[config.mk]
export PLATFORM = sky130hd
export DESIGN_NAME = ljv_div
export DESIGN_NICKNAME = d
export VERILOG_FILES = /design/src/hw/rtl/ljv_pkg.sv /design/src/hw/rtl/ljv_div.sv
export SDC_FILE = /design/constraint.sdc
export NUM_CORES = 1
export LEC_CHECK = 0
export BUFFER_PORTS_ARGS = -buffer_cell sky130_fd_sc_hd__buf_2
export CAP_MARGIN = 20
export CORE_ASPECT_RATIO = 0.9
export CORE_UTILIZATION = 60
export DETAILED_ROUTE_END_ITERATION = 8
export PLACE_DENSITY = 0.84
export REMOVE_ABC_BUFFERS = 1
export SLEW_MARGIN = 20
export SYNTH_ARGS = -nofsm -noshare
export SYNTH_HDL_FRONTEND = slang
export SYNTH_SLANG_ARGS = --single-unit
[constraint.sdc]
create_clock -name clk -period 5.6 [get_ports clk]
set_input_delay 0.28 -clock clk [delete_from_list [all_inputs] [get_ports clk]]
set_output_delay 0.28 -clock clk [all_outputs]
set_load 0.05 [all_outputs]
[src/hw/rtl/ljv_pkg.sv]
// Shared types, constants and saturating helpers for the Lennard-Jones step core
`timescale 1ns / 1ps
`default_nettype none

package ljv_pkg;

  typedef enum logic [1:0] {
    REQ_LOAD = 2'd0,
    REQ_STEP = 2'd1,
    REQ_READ = 2'd2
  } req_t;

  // rsq = sum of three squared 24-bit magnitudes stays below 2^50
  localparam int DM_W  = 24;
  localparam int RSQ_W = 50;
  // 2^64 / rsq needs 65 quotient bits (only rsq of one sets the top bit)
  localparam int QUO_W = 65;

  localparam logic [16:0] TIME_STEP_RST = 17'd655;
  localparam logic [7:0]  COUNT_RST     = 8'd125;

  // {clip, value}: clamp a wide signed sum to the 32-bit range
  function automatic logic [32:0] sat32(input logic signed [39:0] x);
    if (x > 40'sh007FFFFFFF) begin
      return {1'b1, 32'h7FFFFFFF};
    end else if (x < -40'sh0080000000) begin
      return {1'b1, 32'h80000000};
    end else begin
      return {1'b0, x[31:0]};
    end
  endfunction

  // unsigned 64-bit add that sticks at all ones
  function automatic logic [63:0] sadd64(input logic [63:0] a, input logic [63:0] b);
    logic [64:0] s;
    s = {1'b0, a} + {1'b0, b};
    return s[64] ? {64{1'b1}} : s[63:0];
  endfunction

endpackage

`default_nettype wire

[src/hw/rtl/ljv_div.sv]
// Bit-serial restoring divider computing 2^64 / rsq, saturated to 64 bits
`timescale 1ns / 1ps
`default_nettype none

module ljv_div import ljv_pkg::*; (
  input  logic             clk,
  input  logic             rst_n,
  input  logic             start,
  input  logic [RSQ_W-1:0] divisor,
  output logic             done,
  output logic [63:0]      quotient
);

  localparam int CNT_W = $clog2(QUO_W);

  logic             busy_r;
  logic             done_r;
  logic [CNT_W-1:0] cnt_r;
  logic [RSQ_W-1:0] rem_r;
  logic [RSQ_W-1:0] rem_nxt;
  logic [RSQ_W-1:0] den_r;
  logic [QUO_W-1:0] quo_r;
  logic [RSQ_W:0]   trial;
  logic [RSQ_W:0]   diff;
  logic             ge;

  // dividend is a one followed by 64 zeros
  assign trial   = {rem_r, (cnt_r == '0)};
  assign ge      = trial >= {1'b0, den_r};
  assign diff    = trial - {1'b0, den_r};
  assign rem_nxt = ge ? diff[RSQ_W-1:0] : trial[RSQ_W-1:0];

  always_ff @(posedge clk) begin
    if (!rst_n) begin
      busy_r <= 1'b0;
      done_r <= 1'b0;
      cnt_r  <= '0;
    end else begin
      done_r <= 1'b0;
      if (start) begin
        busy_r <= 1'b1;
        cnt_r  <= '0;
        rem_r  <= '0;
        den_r  <= divisor;
      end else if (busy_r) begin
        rem_r <= rem_nxt;
        quo_r <= {quo_r[QUO_W-2:0], ge};
        cnt_r <= cnt_r + 1'b1;
        if (cnt_r == CNT_W'(QUO_W - 1)) begin
          busy_r <= 1'b0;
          done_r <= 1'b1;
        end
      end
    end
  end

  assign done     = done_r;
  assign quotient = quo_r[QUO_W-1] ? {64{1'b1}} : quo_r[63:0];

endmodule

`default_nettype wire

### Word-level counts from Yosys, hierarchy flattened

Cells that the tools add are included.

* input bits: 53
* logic and storage cells: 27
* output and inout bits: 65
* register bits after elaboration: 174

* bitwise gates (word level): 3
* equal/unequal tests: 1
* add/sub/neg operators: 2
* $lt $le $gt $ge: 1
* reductions and logical operators: 7
* mux-type cells: 7

Operators with widths (count)
* two-way mux 50 bit: 2
* two-way mux 64 bit: 1
* >= comparator 51 x 50 -> 1 bit: 1
* subtractor 50 bit: 1
* adder 7 x 1 -> 7 bit, second input constant: 1
* == test 7 bit, second input constant: 1
* zero test 7 bit: 1
* two-way mux 1 bit: 4
* AND reduction 2 bit: 2
* inverter 1 bit: 3
* AND reduction 3 bit: 1
* OR reduction 3 bit: 1
* nonzero test 2 bit: 1
* OR reduction 2 bit: 1

### Depth between registers and ports, before layout

Gate-level depths: netlist of the first run.

* depth in word-level cells: 4
* depth in mapped cells: 16

### Worst setup path after synthesis of the first run

No wires, ideal clock.

* kind: reg-to-reg
* start: register busy_r
* end: register quo_r[0], enable pin
* data required time: 5.111 ns
* clock period less this slack: 3.861 ns
* buffers on the path: 1
* arrival: 3.372 ns
* setup time: 0.489 ns
* cell stages (with the launch flop): 4
* setup slack: 1.739 ns
* cell sequence: dfxtp_1 > clkbuf_1 > inv_1 > nor2_1

* cells in the longest elaborated chain, start to end: 1

RTL lines
* start: declaration: RTL line ljv_div.sv:16 `logic busy_r;`
* start signal: assignment: RTL line ljv_div.sv:35 `busy_r <= 1'b0;`
* start signal: assignment: RTL line ljv_div.sv:41 `busy_r <= 1'b1;`
* start signal: assignment: RTL line ljv_div.sv:50 `busy_r <= 1'b0;`
* AND reduction 3 bit (no line)
* end signal: assignment: RTL line ljv_div.sv:47 `quo_r <= {quo_r[QUO_W-2:0], ge};`
* end: declaration: RTL line ljv_div.sv:22 `logic [QUO_W-1:0] quo_r;`

Every way passes these cells.
A chain may end at the register's enable or synchronous reset.

### Worst setup path in the final report of the first run

* start: register cnt_r[2]
* end: register rem_r[21] (data pin)

* cells in the longest elaborated chain, start to end: 4
* elaborated cells on any way between the ends: 5
* classes of those cells: 1 x add/sub; 1 x order compare; 2 x mux; 1 x reduce/logical

RTL lines
* start: declaration: RTL line ljv_div.sv:18 `logic [CNT_W-1:0] cnt_r;`
* start signal: assignment: RTL line ljv_div.sv:48 `cnt_r <= cnt_r + 1'b1;`
* zero test 7 bit (*): RTL line ljv_div.sv:28 `assign trial = {rem_r, (cnt_r == '0)};`
* subtractor 50 bit or >= comparator 51 x 50 -> 1 bit (tied branches): RTL line ljv_div.sv:30, ljv_div.sv:29
* two-way mux 50 bit (*): RTL line ljv_div.sv:31 `assign rem_nxt = ge ? diff[RSQ_W-1:0] : trial[RSQ_W-1:0];`
* two-way mux 50 bit (*): RTL line ljv_div.sv:45 `end else if (busy_r) begin`
* end signal: assignment: RTL line ljv_div.sv:46 `rem_r <= rem_nxt;`
* end: declaration: RTL line ljv_div.sv:19 `logic [RSQ_W-1:0] rem_r;`

Every way passes the cells marked *; elsewhere a longest branch is shown, timed or not. The select of a mux whose other input is x is not followed.

==> results of run 1 <==
## power by group through the flow
stage / clock [mW] / sequential [mW] / combinational [mW]
after floorplan: 0 / 1.58 / 0.639
after global placement: 0 / 1.58 / 0.805
after detailed placement: 0 / 1.59 / 0.820
after CTS: 1.25 / 1.56 / 0.832
after global routing: 1.30 / 1.57 / 0.927
final: 1.23 / 1.56 / 0.841
## cell usage in the layout, fill, tap and decap left out, types with 6 or more instances in the layout
master     count
nor2_1        41
clkbuf_16     17
a21o_1        25
ha_1          52
nand3_1       17
or2_2         66
a211oi_2      12
and3_1        11
nand2b_1       8
nand2_1      106
edfxtp_1     165
buf_2        117
dfxtp_1        9
o21ai_0       26
nor3_1         7
a31oi_1       12
nor2b_1        6
xor2_1        16
a21oi_1       89
nand4_1       11
inv_1         65
xnor2_1       30
o21a_1         7
o21bai_1      12
## layout make-up
class                           instances  area share [%]
Clock inverter                         14           1.680
Inverter                               66           2.263
Clock buffer                           18           3.920
Sequential cell                       174           46.90
Tap cell                              202           2.308
Timing Repair Buffer                  122           5.691
Multi-Input combinational cell        621           37.24
## worst reg2reg max path, stage by stage (launching register included)
cell	delay [ns]
dfxtp_1	0.35
nor4_1	0.37
nand3b_1	0.17
ha_1	0.23
nand2b_1	0.16
a21oi_1	0.24
or2_4	0.18
a21oi_4	0.06
o311ai_2	0.38
o31a_2	0.25
nor2_4	0.06
o21a_4	0.36
inv_2	0.61
buf_4	0.43
nor2_1	0.10
a211oi_2	0.20
## cell families after synthesis
group / Yosys count / share of synthesized area (%)
flip-flops: 174 / 53.17
XOR/XNOR: 46 / 4.171
multiplexers: 4 / 0.4146
AND/OR/NAND/NOR: 298 / 15.47
buffers and inverters: 105 / 4.728
AO/OA/AOI/OAI: 220 / 15.11
adder cells (fa/ha/maj): 53 / 6.944
## registers in the layout, summed over array words and instances, names as in the netlist
name	cells
rem_r	50
quo_r	65
cnt_r	7
busy_r	1
den_r	50
done	1
## final timing paths
| path | to | cells after the start | from | slack, ns |
|---|---|---|---|---|
| setup / recovery | rem_r[21] | 15 | cnt_r[2] | 1.32 |
| hold / removal | den_r[48] | 1 | divisor[48] | 0.02 |
| setup reg to reg | rem_r[21] | 15 | cnt_r[2] | 1.32 |
| hold reg to reg | quo_r[24] | 0 | quo_r[23] | 0.44 |
## metal layers
layer  up-vias  wire (microns)
li1       3421               -
met1      3346            8914
met2       215            9691
met3        36             980
met4         0             364
met5         -               0
==> impl_metrics.csv, run 1 <==
group,metric,value,unit
run_status,status,"completed",
synth,synth_commonest_cells,"edfxtp_1, nand2_1, a21oi_1",
routing,wire_per_inst,16.39,microns
synth,synth_ff_type,"edfxtp_1",
synth,yosysSeqAreaShare,53.17,%
grt,grt_pass1_wl,31780,microns
clocking,clkSinkCount,174,
sta,finalCritPeriodShare,76.49,%
routing,avgViaCountPerCell,5.767,
power_and_ir_drop,swShare,29.56,%
finish,area_delta_synth_final,13.37,%
sta,setup_tns,0,ns
clocking,cts-root-buf,"clkbuf_16",
finish,utilization,70.42,%
synth,synth_largest_area_cell,"edfxtp_1",
clocking,cts_tree,"done",
synth,synth_edf_count,165,
sta,hold_viol,0,
finish,drive_above_1_share,24.24,%
finish,n_antenna_cell,0,
sta,fmax,233.5,MHz
clocking,cts_resized,0,
grt,grtUsageMet2,41.17,%
synth,syn_inst,900,
power_and_ir_drop,power_frac_comb,23.1,%
sta,worst_slack,1.316,ns
grt,antenna_found_initial,0,
power_and_ir_drop,p_int,2.560,mW
critical_path,cp-start-kind,"flop",
sta,worst_pin_slew,0.8910,ns
finish,fillers,1145,
sta,setup_viol_count_final,0,
routing,drc,0,
power_and_ir_drop,seqPwrFrac,42.9,%
floorplanning,initial_core_util,62.11,%
critical_path,arrival,4.55,ns
critical_path,max_stage_delay,0.61,ns
sta,drv_slew,0,
synth,yosys-top-cells-area,"edfxtp_1, ha_1, a21oi_1",
grt,grt_pass1_vias,6643,
grt,grt_util_met1,32.94,%
sta,holdWs,0.01758,ns
power_and_ir_drop,p_total,3.635,mW
grt,grt_usage,24.82,%
power_and_ir_drop,vdd.ir_drop.worst,0.0002647,V
critical_path,worst_path_max_delay_cell,"inv_2",
finish,regArea,5135,sq um
grt,gr-usage-met3,4.337,%
floorplanning,fp-row-count,43,
placed_design,dp_cells,1185,
critical_path,cp_top_family,"compound AO/OA/AOI/OAI gates",
routing,final_antenna_net_count,0,
finish,multiInputGateArea,4078,sq um
sta,fin_skew,0.01226,ns
routing,routed_wl,19950,microns
floorplanning,dieArea,16610,sq um
synth,synth_cell_type_count,65,
critical_path,crit_buf_inv,2,
floorplanning,dieWidth,135.7,microns
power_and_ir_drop,clkPwrFrac,33.9,%
clocking,clockBufferDepth,2,
grt,grt_overflow,0,
critical_path,worst-setup-path-type,"flop to flop",
grt,grt_busiest_layer,"met2",
sta,relSlewSlack,40.46,%
synth,syn_area,9658,sq um
critical_path,worstPathMaxFanout,40,
sta,period_minus_slack,4.284,ns
routing,vias,7018,
floorplanning,core_region_area,15550,sq um
min_path,hold_path_class,"input port to flop",
finish,fin_area,10950,sq um
synth,async_flop_share,0,%
placed_design,place_area,10330,sq um
finish,fin_nets,1108,
critical_path,endpoint_kind,"flop",
synth,yosysWarnings,0,
placed_design,post-place-ws,1.320,ns
clocking,worst_skew_pair.late_latency,0.43,ns
finish,instances_no_fill,1217,
synth,syn_area_per_cell,10.73,sq um
critical_path,required,5.87,ns
floorplanning,die_y,122.4,microns
synth,synth.most_common_cell,"edfxtp_1",
clocking,cts_hold_buf,0,
routing,drt_first_pass_iters,6,
sta,grt_setup_unrepaired,"false",
placed_design,io_buffers,117,
floorplanning,io-pin-count,118,
placed_design,dp_hpwl,13660,microns
power_and_ir_drop,power.switching,1.074,mW
critical_path,crit_path_cell_trace,"nor4_1 -> nand3b_1 -> ha_1 -> nand2b_1 -> a21oi_1 -> or2_4 -> a21oi_4 -> o311ai_2 -> o31a_2 -> nor2_4 -> o21a_4 -> inv_2 -> buf_4 -> nor2_1 -> a211oi_2",
run,drv_cap,0,
power_and_ir_drop,power.leakage,4.445,nW
synth,ys_ff_latch,174,
clocking,cts-buffers-inserted,17,
clocking,path_clk_slew,0.07,ns
power_and_ir_drop,power_density,331.9,nW/um^2
clocking,post_cts_buffers,0,
clocking,cts_max_level,4,
synth,yosys.area.top_type_share,51.30,%
routing,drtIter0Drc,540,
placed_design,gp_congestion,0.9066,
grt,grt_max_degree,65,
Power figures use the tool's default switching activity.
==> run 2: changes to the inputs <==
CORE_UTILIZATION = 59   (was 60)
PLACE_DENSITY = 0.83   (was 0.84)
clock period = 4 ns   (was 5.6 ns; I/O delays follow)
==> impl_metrics.csv, run 2 (synthesis results as in run 1) <==
group,metric,value,unit
run_status,status,"completed",
grt,grt_pass1_vias,6793,
routing,vias,7219,
run,drv_cap,0,
routing,routed_wl,20550,microns
finish,utilization,72.65,%
placed_design,place_area,10370,sq um
floorplanning,die_y,123.4,microns
grt,grt_max_degree,65,
clocking,cts_max_level,4,
critical_path,worstPathMaxFanout,4,
placed_design,dp_hpwl,13810,microns
grt,antenna_found_initial,0,
power_and_ir_drop,power_density,434.4,nW/um^2
floorplanning,initial_core_util,61.48,%
finish,instances_no_fill,1270,
critical_path,worst-setup-path-type,"flop to flop",
clocking,clockBufferDepth,2,
placed_design,gp_congestion,0.9140,
power_and_ir_drop,power.leakage,4.638,nW
floorplanning,core_region_area,15710,sq um
sta,relSlewSlack,45.67,%
grt,grt_overflow,0,
critical_path,required,4.30,ns
clocking,cts-root-buf,"clkbuf_16",
floorplanning,io-pin-count,118,
sta,drv_slew,0,
finish,final_common_cell,"edfxtp_1",
clocking,cts_tree,"done",
clocking,worst_skew_pair.late_latency,0.43,ns
sta,worst_pin_slew,0.8131,ns
clocking,clkSinkCount,174,
finish,area_delta_synth_final,18.18,%
finish,n_antenna_cell,0,
finish,fin_area,11410,sq um
power_and_ir_drop,p_total,4.957,mW
placed_design,io_buffers,117,
critical_path,cp-start-kind,"flop",
critical_path,endpoint_kind,"flop",
clocking,cts-buffers-inserted,17,
sta,hold_viol,0,
power_and_ir_drop,vdd.ir_drop.worst,0.0003839,V
floorplanning,dieArea,16890,sq um
routing,drt_first_pass_iters,5,
sta,fin_skew,0.01126,ns
finish,top_register,"quo_r",
finish,top_regs,"quo_r x65, den_r x50, rem_r x50",
clocking,post_cts_buffers,0,
finish,largest_reg_flops,65,
grt,grt_usage,25.15,%
sta,grt_setup_unrepaired,"false",
sta,finalCritPeriodShare,92.98,%
routing,wire_per_inst,16.18,microns
finish,fin_nets,1161,
finish,final_cell_mix,"edfxtp_1, buf_2, nand2_1",
sta,period_minus_slack,3.719,ns
routing,avgViaCountPerCell,5.684,
sta,fmax,268.9,MHz
routing,final_antenna_net_count,0,
sta,setup_tns,0,ns
min_path,hold_path_class,"input port to flop",
routing,drc,0,
critical_path,arrival,4.02,ns
floorplanning,fp-row-count,43,
routing,drtIter0Drc,492,
floorplanning,dieWidth,136.9,microns
clocking,path_clk_slew,0.07,ns
sta,setup_viol_count_final,0,
grt,grt_pass1_wl,32590,microns
placed_design,dp_cells,1188,
finish,drive_above_1_share,23.41,%
## run 2: worst max-delay path, cell delays in order (launching register included)
cell and delay [ns]:
dfxtp_1 0.35, nor4_1 0.36, nand3b_1 0.17, ha_1 0.24, fa_1 0.42, nor2b_1 0.18
o2111ai_1 0.14, nand2_1 0.12, a31oi_1 0.17, o21ai_2 0.26, a31oi_1 0.20, o21ai_1 0.32
a31oi_1 0.15, or4_1 0.42, nand3_1 0.08
## run 2: cell type report
| class | count | area [sq um] |
|---|---|---|
| timing repair buffer | 175 | 1159 |
| fill | 1116 | 4297 |
| clock inverter | 14 | 110.1 |
| multi-input combinational | 621 | 4080 |
| tap | 202 | 252.7 |
| sequential | 174 | 5135 |
| clock buffer | 18 | 429.2 |
| inverter | 66 | 247.7 |
## run 2: what timing repair did
item	CTS	global route
hold buffers	50	0
gates resized for setup	0	1
hold endpoints to repair	50	0
setup endpoints to repair	0	1
## run 2: routing by layer
metal	track usage (%)	part of all wire (%)	vias to the layer above	wire, microns
li1	-	-	3539	-
met5	0	0	-	0
met1	34.10	45	3444	9304
met3	4.469	4.5	23	916
met4	6.868	1.1	0	219
met2	41.81	49	213	10110
## run 2: per-stage QoR
stage | hold WS [ns] | setup slack [ns]
final | 0.03412 | 0.2807
after global routing | 0.06339 | 0.03326
after CTS | 0.01604 | 0.2229
after detailed placement | 0.3781 | 0.2503
after global placement | 0.3763 | 0.4178
after floorplan | 0.2989 | 0.2544
## run 2: power by group
part | switching [mW] | leakage, nW | internal (mW)
clock | 0.746 | 0.259 | 0.806
combinational | 0.727 | 2.75 | 0.494
sequential | 0.0529 | 1.62 | 2.13
## run 2: worst paths after layout
path	slack, ns	endpoint	startpoint	depth (start not counted)
worst max register to register	0.28	rem_r[42]	cnt_r[2]	14
worst min register to register	0.44	quo_r[8]	quo_r[7]	0
worst max-delay path	0.28	rem_r[42]	cnt_r[2]	14
worst min-delay path	0.03	busy_r	rst_n	2
